**config.mk**
```make
export PLATFORM = sky130hd
export DESIGN_NAME = infix_to_postfix_converter
export DESIGN_NICKNAME = d
export VERILOG_FILES = /design/src/rtl/core/i2p_pkg.sv /design/src/rtl/core/infix_to_postfix_converter.sv
export SDC_FILE = /design/constraint.sdc
export NUM_CORES = 1
export LEC_CHECK = 0
export ABC_AREA = 1
export BUFFER_PORTS_ARGS = -buffer_cell sky130_fd_sc_hd__buf_2
export CAP_MARGIN = 0
export CORE_ASPECT_RATIO = 2
export CORE_MARGIN = 4
export CORE_UTILIZATION = 60
export CTS_BUF_LIST = sky130_fd_sc_hd__clkbuf_2
export CTS_CLUSTER_SIZE = 20
export DETAILED_ROUTE_END_ITERATION = 12
export PLACE_DENSITY = 0.77
export SYNTH_ARGS = -nofsm -noshare
export SYNTH_HDL_FRONTEND = slang
export SYNTH_SLANG_ARGS = --single-unit
```
**constraint.sdc**
```tcl
create_clock -name clk -period 3.5 [get_ports clk]
set_clock_uncertainty 0.15 [all_clocks]
set_input_delay 0.35 -clock clk [delete_from_list [all_inputs] [get_ports clk]]
set_output_delay 0.35 -clock clk [all_outputs]
set_load 0.01 [all_outputs]
```
**src/rtl/core/i2p_pkg.sv**
```systemverilog
package i2p_pkg;

	// ascii codes of the characters with a meaning of their own
	localparam logic [7:0] CH_OPEN  = 8'd40;
	localparam logic [7:0] CH_CLOSE = 8'd41;
	localparam logic [7:0] CH_MUL   = 8'd42;
	localparam logic [7:0] CH_ADD   = 8'd43;
	localparam logic [7:0] CH_SUB   = 8'd45;
	localparam logic [7:0] CH_DIV   = 8'd47;
	localparam logic [7:0] CH_POW   = 8'd94;

	// result status codes
	localparam logic [1:0] STAT_OK        = 2'd0;
	localparam logic [1:0] STAT_UNMATCHED = 2'd1;
	localparam logic [1:0] STAT_OVERFLOW  = 2'd2;

	// results per request are capped
	localparam int unsigned MAX_RESULTS = 16;
	localparam int unsigned RES_W       = $clog2(MAX_RESULTS + 1);

	typedef enum logic [2:0] {
		ST_IDLE,
		ST_READ,
		ST_EVAL,
		ST_PUSH,
		ST_ERR,
		ST_DONE
	} state_t;

	function automatic logic is_operator(input logic [7:0] c);
		return (c == CH_ADD) || (c == CH_SUB) || (c == CH_MUL) ||
			(c == CH_DIV) || (c == CH_POW);
	endfunction

	// '(' and anything else rank lowest
	function automatic logic [1:0] prec_of(input logic [7:0] c);
		logic [1:0] p;
		p = 2'd0;
		if ((c == CH_ADD) || (c == CH_SUB)) p = 2'd1;
		if ((c == CH_MUL) || (c == CH_DIV)) p = 2'd2;
		if (c == CH_POW) p = 2'd3;
		return p;
	endfunction

endpackage

```
**src/rtl/core/infix_to_postfix_converter.sv**
```systemverilog
// Shunting-yard infix to postfix converter. Each request carries one ASCII character
// (or an end marker when end_of_expression is set); results are postfix characters,
// with last_of_run marking the final result caused by that request. A request that
// only pushes produces no result. Operands are accepted and finished. '(' and an
// operator that meets an empty stack are accepted, pushed and finished. Each entry
// inspected on the operator stack takes a read step and then an evaluate step, since
// the stack memory has one registered read port at the top-of-stack address; a push
// or an error result adds a step of its own after them. The block takes no new request
// while one is in work. Result stall stretches this: each result waits
// in a one-deep hold register until the output register frees up. Errors come out
// as out_symbol 0 with status 1 (unmatched ')', the stack ends empty) or status 2
// (push onto a full stack, the symbol is dropped). At most 16 results are given
// per request; further pops still happen but are not reported.
module infix_to_postfix_converter #(
	parameter int unsigned STACK_DEPTH = 16
) (
	input  logic       clk,
	input  logic       arst_n,
	// request channel
	input  logic       symbol_valid,
	output logic       symbol_stall,
	input  logic [7:0] symbol,
	input  logic       end_of_expression,
	// result channel
	output logic       result_valid,
	input  logic       result_stall,
	output logic [7:0] out_symbol,
	output logic [1:0] status,
	output logic       last_of_run
);

	localparam int unsigned CW = $clog2(STACK_DEPTH + 1);
	localparam int unsigned AW = (STACK_DEPTH > 1) ? $clog2(STACK_DEPTH) : 1;

	// sequencer state
	i2p_pkg::state_t state_q, state_nxt;

	// request being worked on
	logic [7:0]              sym_q;
	logic                    end_q;
	logic [i2p_pkg::RES_W-1:0] n_q;   // results taken for this request

	// operator stack: memory with one write and one registered read port
	logic [7:0]    stack_mem [STACK_DEPTH];
	logic [CW-1:0] count_q;
	logic [7:0]    rd_q;
	logic [CW-1:0] top_idx;

	// one-deep hold for the newest result, so last_of_run can be set later
	logic       pend_valid_q;
	logic [7:0] pend_sym_q;
	logic [1:0] pend_status_q;

	// output register
	logic       out_valid_q;
	logic [7:0] out_sym_q;
	logic [1:0] out_status_q;
	logic       out_last_q;

	// decisions of the current cycle
	logic       accept;
	logic       emit_req;
	logic [7:0] emit_sym;
	logic [1:0] emit_status;
	logic       emit_take;
	logic       emit_block;
	logic       can_out;
	logic       pop;
	logic       push_wr;
	logic       load_out;
	logic       count_one;
	logic       count_zero;
	logic       stack_full;
	logic       in_operand;

	assign top_idx    = count_q - CW'(1);
	assign count_one  = (count_q == CW'(1));
	assign count_zero = (count_q == '0);
	assign stack_full = (count_q >= CW'(STACK_DEPTH));
	assign can_out    = !out_valid_q || !result_stall;

	assign symbol_stall = (state_q != i2p_pkg::ST_IDLE);
	assign accept       = symbol_valid && !symbol_stall;
	assign in_operand   = !end_of_expression && (symbol != i2p_pkg::CH_OPEN) &&
		(symbol != i2p_pkg::CH_CLOSE) && !i2p_pkg::is_operator(symbol);

	// results past the cap are dropped, so they never wait; an operand in idle
	// is the first result of a fresh request
	assign emit_take  = emit_req && ((state_q == i2p_pkg::ST_IDLE) ||
		(n_q < i2p_pkg::RES_W'(i2p_pkg::MAX_RESULTS)));
	// a new result needs the hold register emptied into the output register
	assign emit_block = emit_take && pend_valid_q && !can_out;

	// per-state actions
	always_comb begin
		emit_req    = 1'b0;
		emit_sym    = rd_q;
		emit_status = i2p_pkg::STAT_OK;
		pop         = 1'b0;
		push_wr     = 1'b0;
		case (state_q)
			i2p_pkg::ST_IDLE: begin
				// operands go straight out; the hold register is empty here
				emit_req = accept && in_operand;
				emit_sym = symbol;
			end
			i2p_pkg::ST_EVAL: begin
				if (end_q) begin
					// flush: '(' entries vanish silently
					pop      = 1'b1;
					emit_req = (rd_q != i2p_pkg::CH_OPEN);
				end else if (sym_q == i2p_pkg::CH_CLOSE) begin
					pop      = 1'b1;
					emit_req = (rd_q != i2p_pkg::CH_OPEN);
				end else if ((i2p_pkg::prec_of(rd_q) >= i2p_pkg::prec_of(sym_q)) &&
					(rd_q != i2p_pkg::CH_OPEN)) begin
					pop      = 1'b1;
					emit_req = 1'b1;
				end
			end
			i2p_pkg::ST_PUSH: begin
				if (stack_full) begin
					emit_req    = 1'b1;
					emit_sym    = 8'd0;
					emit_status = i2p_pkg::STAT_OVERFLOW;
				end else begin
					push_wr = 1'b1;
				end
			end
			i2p_pkg::ST_ERR: begin
				emit_req    = 1'b1;
				emit_sym    = 8'd0;
				emit_status = i2p_pkg::STAT_UNMATCHED;
			end
			default: begin
			end
		endcase
	end

	// next state
	always_comb begin
		state_nxt = state_q;
		case (state_q)
			i2p_pkg::ST_IDLE: begin
				if (accept) begin
					if (end_of_expression) begin
						state_nxt = count_zero ? i2p_pkg::ST_DONE : i2p_pkg::ST_READ;
					end else if (symbol == i2p_pkg::CH_OPEN) begin
						state_nxt = i2p_pkg::ST_PUSH;
					end else if (i2p_pkg::is_operator(symbol)) begin
						state_nxt = count_zero ? i2p_pkg::ST_PUSH : i2p_pkg::ST_READ;
					end else if (symbol == i2p_pkg::CH_CLOSE) begin
						state_nxt = count_zero ? i2p_pkg::ST_ERR : i2p_pkg::ST_READ;
					end else begin
						state_nxt = i2p_pkg::ST_DONE;
					end
				end
			end
			i2p_pkg::ST_READ: begin
				state_nxt = i2p_pkg::ST_EVAL;
			end
			i2p_pkg::ST_EVAL: begin
				if (!emit_block) begin
					if (end_q) begin
						state_nxt = count_one ? i2p_pkg::ST_DONE : i2p_pkg::ST_READ;
					end else if (sym_q == i2p_pkg::CH_CLOSE) begin
						if (rd_q == i2p_pkg::CH_OPEN) begin
							state_nxt = i2p_pkg::ST_DONE;
						end else begin
							state_nxt = count_one ? i2p_pkg::ST_ERR : i2p_pkg::ST_READ;
						end
					end else if (pop) begin
						state_nxt = count_one ? i2p_pkg::ST_PUSH : i2p_pkg::ST_READ;
					end else begin
						state_nxt = i2p_pkg::ST_PUSH;
					end
				end
			end
			i2p_pkg::ST_PUSH, i2p_pkg::ST_ERR: begin
				if (!emit_block) begin
					state_nxt = i2p_pkg::ST_DONE;
				end
			end
			i2p_pkg::ST_DONE: begin
				if (!pend_valid_q || can_out) begin
					state_nxt = i2p_pkg::ST_IDLE;
				end
			end
			default: begin
				state_nxt = i2p_pkg::ST_IDLE;
			end
		endcase
	end

	// the held result moves out either to make room or as the last of the run
	assign load_out = pend_valid_q && can_out &&
		((emit_take && !emit_block) || (state_q == i2p_pkg::ST_DONE));

	always_ff @(posedge clk or negedge arst_n) begin
		if (!arst_n) begin
			state_q      <= i2p_pkg::ST_IDLE;
			count_q      <= '0;
			n_q          <= '0;
			pend_valid_q <= 1'b0;
			out_valid_q  <= 1'b0;
		end else begin
			state_q     <= state_nxt;
			out_valid_q <= load_out || (out_valid_q && result_stall);

			if (pop && !emit_block) begin
				count_q <= count_q - CW'(1);
			end else if (push_wr) begin
				count_q <= count_q + CW'(1);
			end

			if (accept) begin
				n_q <= emit_take ? i2p_pkg::RES_W'(1) : '0;
			end else if (emit_take && !emit_block) begin
				n_q <= n_q + i2p_pkg::RES_W'(1);
			end

			if (emit_take && !emit_block) begin
				pend_valid_q <= 1'b1;
			end else if ((state_q == i2p_pkg::ST_DONE) && can_out) begin
				pend_valid_q <= 1'b0;
			end
		end
	end

	// payload registers
	always_ff @(posedge clk) begin
		if (accept) begin
			sym_q <= symbol;
			end_q <= end_of_expression;
		end
		if (emit_take && !emit_block) begin
			pend_sym_q    <= emit_sym;
			pend_status_q <= emit_status;
		end
		if (load_out) begin
			out_sym_q    <= pend_sym_q;
			out_status_q <= pend_status_q;
			out_last_q   <= (state_q == i2p_pkg::ST_DONE);
		end
	end

	// stack memory
	always_ff @(posedge clk) begin
		if (push_wr) begin
			stack_mem[count_q[AW-1:0]] <= sym_q;
		end
		rd_q <= stack_mem[top_idx[AW-1:0]];
	end

	assign result_valid = out_valid_q;
	assign out_symbol   = out_sym_q;
	assign status       = out_status_q;
	assign last_of_run  = out_last_q;

endmodule

```
==> results.ini, run 1 <==
[clock_tree]
cts_tree=built
cts_buffers=17
clock_latency_ns=0.78
cts_buffer_depth=2
h-tree-depth=4
post_cts_buffers=0
path_clk_slew_ns=0.28
ctsRootBufferMaster=clkbuf_2
clock_sinks=181

[placed_design]
place_inst=843
dpl.hpwl_um=13300
portBuffers=25
gp_congestion=0.929
dpl-instance-area_sq_mm=0.00810

[floorplanning]
fp.dieW_um=87.8
die_area_sq_mm=0.0147
core_area_sq_mm=0.0126
ios=26
start_util_pct=60.9
rows=58
die_h_um=168

[timing]
setup-tns-final_ns=0
worst_slew_margin_rel_pct=31.2
fmax_mhz=312
worst_pin_slew_ns=1.03
finalHoldViolations=0
setup_viol=0
fin_crit_sh_pct=91.7
slew_violations=0
rsz0062_at_grt=false
period_needed_ns=3.21

[power_and_ir_drop]
power.total_w=0.00694
power.density_mw_per_mm2=819
cellLeakagePower_nw=3.12
irDropWorstVdd_mv=0.736

[routing]
ant_nets=0
routed_wl_um=20000
drtIter0Drc=574
drt-vias-per-instance=6.33
dr.pass1.iters=5
avgRoutedWirePerCell_um=22.5
vias=5625
post-route-drc-count=0

[layout]
nets=745
area_growth_pct=11.0
fill_cells=918
seq_area_sq_mm=0.00528
drive_gt1_share_pct=14.2
final_cell_mix=158 x edfxtp_1, 113 x nor2_1, 85 x o21ai_0, 64 x nand2_1, 44 x inv_1
fin_area_sq_mm=0.00848
utilization_pct=67.5
final_cells=889
final_common_cell=edfxtp_1
multiInputGateArea_sq_mm=0.00208

[synth]
synth_seq_cells=181
synth_top_area_share_pct=62.1
async_flop_share_pct=8.29
synth_nets=682
synth_warnings=0
synth_ff_type=edfxtp_1
synth_edf_count=158
syn_inst=662
yosysSeqAreaShare_pct=69.1
synth.area.top_cells=edfxtp_1 62%, nor2_1 5.6%, o21ai_0 5.6%
syn_area_per_cell_sq_um=11.5
yosys.area.top_type=edfxtp_1
synth_area_sq_mm=0.00764
ys_types=39

[status]
status=finished, final reports clean

[critical_path]
worstPathRequired_ns=3.79
critPathCaptureType=flop
worst-path-max-fanout=18
start_kind=flop
crit_type=reg2reg
crit_buf_inv=0
crit_family=simple AND/OR/NAND/NOR gates
cpPeakStageDelay_ns=0.69
crit_path_cell_trace=nor2_1 > nand2_1 > nor3_1 > nor2_1 > ha_1 > nand2_1 > nand4_1 > nor2_1 > nor2_1 > nor2_1 > nand2_2 > nand2_1 > nand2_1 > nand2_1 > nor2_2
slowest_stage=edfxtp_1
crit_arrival_ns=3.50

[grt]
grt_max_degree=68
grt_usage_pct=28.6
antenna_found_initial=1
grt_pass1_vias=5763
grt_pass1_wl_um=30500
grt-ovfl-total=0

[flow_run]
maxCapViolCount=0

[worst_hold_path]
hold_path_class=in2reg

-- path summary, 6_finish.rpt --
check | startpoint | end | slack [ns] | cells past startpoint
hold / removal | end_of_expression | end_q | 0.19 | 2
min in group asynchronous | arst_n | n_q[3] | 0.50 | 3
hold reg to reg | pend_sym_q[6] | out_symbol[6] | 0.32 | 0
setup reg to reg | sym_q[7] | last_of_run | 0.29 | 15
setup / recovery | sym_q[7] | last_of_run | 0.29 | 15
max in group asynchronous | arst_n | count_q[2] | 2.22 | 3
-- stage by stage --
step	worst slack [ns]	hold slack, ns
2_1_floorplan	0.550	-0.0956
3_3_place_gp	0.189	0.118
3_5_place_dp	0.0522	0.128
4_1_cts	0.0519	0.158
5_1_grt	0.000969	0.142
6_report	0.291	0.194
-- routing by layer --
metal | vias up | routed length, um | GRT usage [%]
met5 | - | 0 | 0
met3 | 102 | 1200 | 5.27
li1 | 2504 | - | -
met1 | 2709 | 6610 | 30.7
met4 | 0 | 1480 | 20.2
met2 | 310 | 10800 | 48.7
-- final cells by class --
cell class,count,area share (%)
Antenna cell,1,0.0295
Clock buffer,17,1.00
Clock inverter,15,1.89
Inverter,50,2.21
Multi-Input combinational cell,407,24.6
Sequential cell,181,62.3
Tap cell,150,2.21
Timing Repair Buffer,68,5.81
-- where the power goes --
group          total (W)  internal (W)  leakage, nW  switching, W
registers        0.00297       0.00279         1.69      0.000188
logic            0.00289      0.000881         1.28       0.00201
clock network    0.00108      0.000294        0.148      0.000783
total            0.00694       0.00396         3.12       0.00298
-- Yosys cell counts (all sizes together) (2+ instances only) --
cell and instances:
a21oi 8, a31oi 2, buf 3, clkbuf 21, dfrtp 15, dfxtp 8, edfxtp 158, ha 7
inv 49, nand2 70, nand3 26, nand3b 2, nand4 6, nor2 116, nor3 13, nor4 2
o211ai 7, o21ai 96, o221ai 9, o22ai 30, xnor2 3, xor2 4
-- cells by family (layout without fill, tap and decap cells) --
group	count (synthesis)	in the layout	share of synthesized area, %
AOI/OAI and AO/OA	156	156	11.6
xor gates and xnor gates	7	7	0.901
adders and majority gates	7	7	1.15
buffers and inverters	74	150	3.68
DFF	181	181	69.1
other	0	1	0
and+or+nand+nor	237	237	13.6
-- worst register-to-register path: stages, from the launching register on --
cell      delay, ns
edfxtp_1       0.69
nor2_1         0.19
nand2_1        0.07
nor3_1         0.18
nor2_1         0.08
ha_1           0.29
nand2_1        0.06
nand4_1        0.08
nor2_1         0.06
nor2_1         0.09
nor2_1         0.06
nand2_2        0.11
nand2_1        0.10
nand2_1        0.08
nand2_1        0.07
nor2_2         0.52
-- timing repair --
item                                    CTS  global route
hold buffers                             13             0
gates resized for setup                   0             1
endpoints found under the setup margin    0            11
endpoints found under the hold margin    41             0
-- registers in the layout, indices dropped and copies added, names as in the netlist --
register / flops
rd_q: 8
end_q: 1
pend_valid_q: 1
last_of_run: 1
stack_mem: 128
pend_status_q: 2
count_q: 5
result_valid: 1
pend_sym_q: 8
n_q: 5
state_q: 3
sym_q: 8
status: 2
out_symbol: 8
Power figures use the tool's default switching activity.
==> run 2, diff against run 1 <==
--- a/config.mk
+++ b/config.mk
@@ -10,11 +10,11 @@
 export CAP_MARGIN = 0
 export CORE_ASPECT_RATIO = 2
 export CORE_MARGIN = 4
-export CORE_UTILIZATION = 60
+export CORE_UTILIZATION = 58
 export CTS_BUF_LIST = sky130_fd_sc_hd__clkbuf_2
 export CTS_CLUSTER_SIZE = 20
 export DETAILED_ROUTE_END_ITERATION = 12
-export PLACE_DENSITY = 0.77
+export PLACE_DENSITY = 0.78
 export SYNTH_ARGS = -nofsm -noshare
 export SYNTH_HDL_FRONTEND = slang
 export SYNTH_SLANG_ARGS = --single-unit
==> constraint.sdc (replaced) <==
create_clock -name clk -period 2.6 [get_ports clk]
set_clock_uncertainty 0.15 [all_clocks]
set_input_delay 0.26 -clock clk [delete_from_list [all_inputs] [get_ports clk]]
set_output_delay 0.26 -clock clk [all_outputs]
set_load 0.01 [all_outputs]
==> run 2 against run 1 <==
  * The run now ends with negative setup slack left
  * Core utilization grew 1.1 points
  * Critical path depth grew 1
  * Non-clock buffer count grew 35
  * Combinational power grew 49%
  * Register-to-register slack lost 0.39 ns
  * Die area grew 3.2%
  * Routed wire length shrank 4.3%
  * Flip-flop and latch count is the same
  * Sequential share of layout area shrank 3.0 points
  * Total power grew 44%
  * Cell count grew 4.3%
  * Via count grew 0.73%
  * Critical endpoint is now out_symbol[3]
  * Largest cell class unchanged
==> results.ini, run 2 (same netlist as run 1, synthesis figures left out) <==
[status]
status=finished, violations left
violations=negative setup slack

[timing]
setup_viol=34  ; +34
rsz0062_at_grt=true
setup-tns-final_ns=-1.75  ; -1.75 ns
finalHoldViolations=0  ; unchanged
worst_pin_slew_ns=0.708  ; -0.320 ns
fin_ws_ns=-0.0952  ; -0.386 ns
period_needed_ns=2.70  ; -0.514 ns
fmax_mhz=371  ; +19%
slew_violations=0  ; unchanged
fin_crit_sh_pct=104  ; +12 points
worst_slew_margin_rel_pct=52.6  ; +21 points

[power_and_ir_drop]
irDropWorstVdd_mv=1.17  ; +59%
clockPowerShare_pct=16.6  ; +1.1 points
p_int_w=0.00577  ; +46%
seqPwrFrac_pct=40.1  ; -2.7 points
combPwrFrac_pct=43.3  ; +1.7 points
power.density_mw_per_mm2=1120  ; +36%
cellLeakagePower_nw=3.33  ; +6.7%
p_sw_w=0.00420  ; +41%
switching_share_pct=42.1  ; -0.84 points

[layout]
area_growth_pct=16.7
fin_area_sq_mm=0.00892  ; +5.2%
nets=781  ; +4.8%
fill_cells=913  ; -0.54%
drive_gt1_share_pct=20.5  ; +6.3 points
multiInputGateArea_sq_mm=0.00216  ; +4.0%
largest_reg_flops=128  ; unchanged
final_cell_mix=158 x edfxtp_1, 109 x nor2_1, 83 x o21ai_0, 59 x nand2_1, 59 x buf_4
seq_area_sq_mm=0.00528  ; about the same
final_common_cell=edfxtp_1
utilization_pct=68.6  ; +1.1 points

[routing]
avgRoutedWirePerCell_um=20.7  ; -8.2%
vias=5666  ; +0.73%
drt-vias-per-instance=6.11  ; -3.4%
drtIter0Drc=544  ; -5.2%
routed_wl_um=19200  ; -4.3%
dr.pass1.iters=5  ; unchanged
post-route-drc-count=0  ; unchanged
ant_nets=0  ; unchanged

[placed_design]
gp_congestion=0.921  ; -0.79%
portBuffers=25  ; unchanged
dpl.hpwl_um=12900  ; -2.5%
dp_slack_ns=-0.0708  ; -0.123 ns
dpl-instance-area_sq_mm=0.00829  ; +2.3%

[critical_path]
worst-path-max-fanout=11  ; -7
crit_type=reg2reg
worstPathRequired_ns=3.01  ; -0.78 ns
critPathCaptureType=flop
reg2reg_depth=16  ; +1
timing.rr.end=out_symbol[3]
crit_arrival_ns=3.11  ; -0.39 ns
start_kind=flop
worst-r2r-setup-slack_ns=-0.1  ; -0.39 ns
r2r-start=sym_q[0]

[grt]
grt_usage_pct=26.2  ; -2.4 points
grt_pass1_wl_um=28900  ; -5.3%
grt-ovfl-total=0  ; unchanged
antenna_found_initial=1  ; unchanged
grt_pass1_vias=5724  ; -0.68%
grt_max_degree=68  ; unchanged

[clock_tree]
path_clk_slew_ns=0.30  ; +0.02 ns
ctsRootBufferMaster=clkbuf_2
clock_latency_ns=0.77  ; about the same
h-tree-depth=4  ; unchanged
cts_buffers=17  ; unchanged
cts_tree=built
clock_sinks=181  ; unchanged
cts_buffer_depth=2  ; unchanged

[worst_hold_path]
hold_path_end=sym_q[4]
hold_start=symbol[4]
hold_path_class=in2reg
hold_path_depth=2  ; unchanged

[floorplanning]
rows=59  ; +1.7%
die_h_um=170  ; +1.6%
core_area_sq_mm=0.0130  ; +3.5%
die_area_sq_mm=0.0152  ; +3.2%
ios=26  ; unchanged
fp.dieW_um=89.2  ; +1.6%
start_util_pct=58.8  ; -2.1 points

[flow_run]
maxCapViolCount=0  ; unchanged

## run 2: worst max path at each step
stage,start,end,slack [ns],depth (start not counted)
2_1_floorplan,sym_q[1],last_of_run,-0.03,16
3_3_place_gp,rd_q[1],out_symbol[0],0.02,16
3_5_place_dp,sym_q[1],out_symbol[4],-0.07,16
4_1_cts,sym_q[1],out_symbol[3],0.004,17
5_1_grt,sym_q[1],out_symbol[5],-0.28,17
6_report,sym_q[0],out_symbol[3],-0.1,16
## run 2: stage by stage
step	std cells	total power (W)	hold WS (ns)
floorplan	662	0.00653	-0.186
global placement	869	0.00788	0.0258
global route	927	0.0106	0.00680
finish	927	0.00997	0.0842
detailed placement	869	0.00806	0.0374
CTS	920	0.00983	0.00161
## run 2: area by class of cell
class,count,share of cell area (%)
Clock buffer,17,0.954
Antenna cell,1,0.0281
Clock inverter,15,2.54
Timing Repair Buffer,103,8.67
Inverter,50,2.16
Multi-Input combinational cell,408,24.3
Sequential cell,181,59.2
Tap cell,152,2.13
## run 2: critical path, cell delays in order, from the launching register on
cell      delay [ns]
edfxtp_1        0.55
nor2_4          0.16
nand2_1         0.07
nor3_2          0.18
o21bai_1        0.15
ha_1            0.25
nand2_1         0.06
nand4_1         0.08
nor2_2          0.16
nor2_1          0.06
nor2_1          0.11
nand2_2         0.08
nand2_2         0.08
nand2_2         0.08
nand2_4         0.08
nor2_4          0.04
buf_12          0.14
## run 2: metal layers
metal  vias to the layer above  global-route usage (%)  share of wire (%)
met5                         -                       0                  0
met4                         0                    16.7                6.9
met3                        90                    4.89                5.5
met2                       292                    47.1                 55
met1                      2702                    26.5                 33
li1                       2582                       -                  -
## run 2: power by group through the flow
stage | Clock (W) | Combinational [W] | Sequential, W
finish | 0.00166 | 0.00431 | 0.00400
global route | 0.00181 | 0.00470 | 0.00404
CTS | 0.00169 | 0.00415 | 0.00399
detailed placement | 0 | 0.00400 | 0.00406
global placement | 0 | 0.00384 | 0.00404
floorplan | 0 | 0.00245 | 0.00408
## run 2: what timing repair did
item | CTS | global route
hold endpoints to repair | 57 | 1
resized for setup | 7 | 19
pin swaps | 10 | 7
hold buffers | 13 | 1
setup buffers | 5 | 6
cloned | 1 | 0
endpoints found under the setup margin | 33 | 37
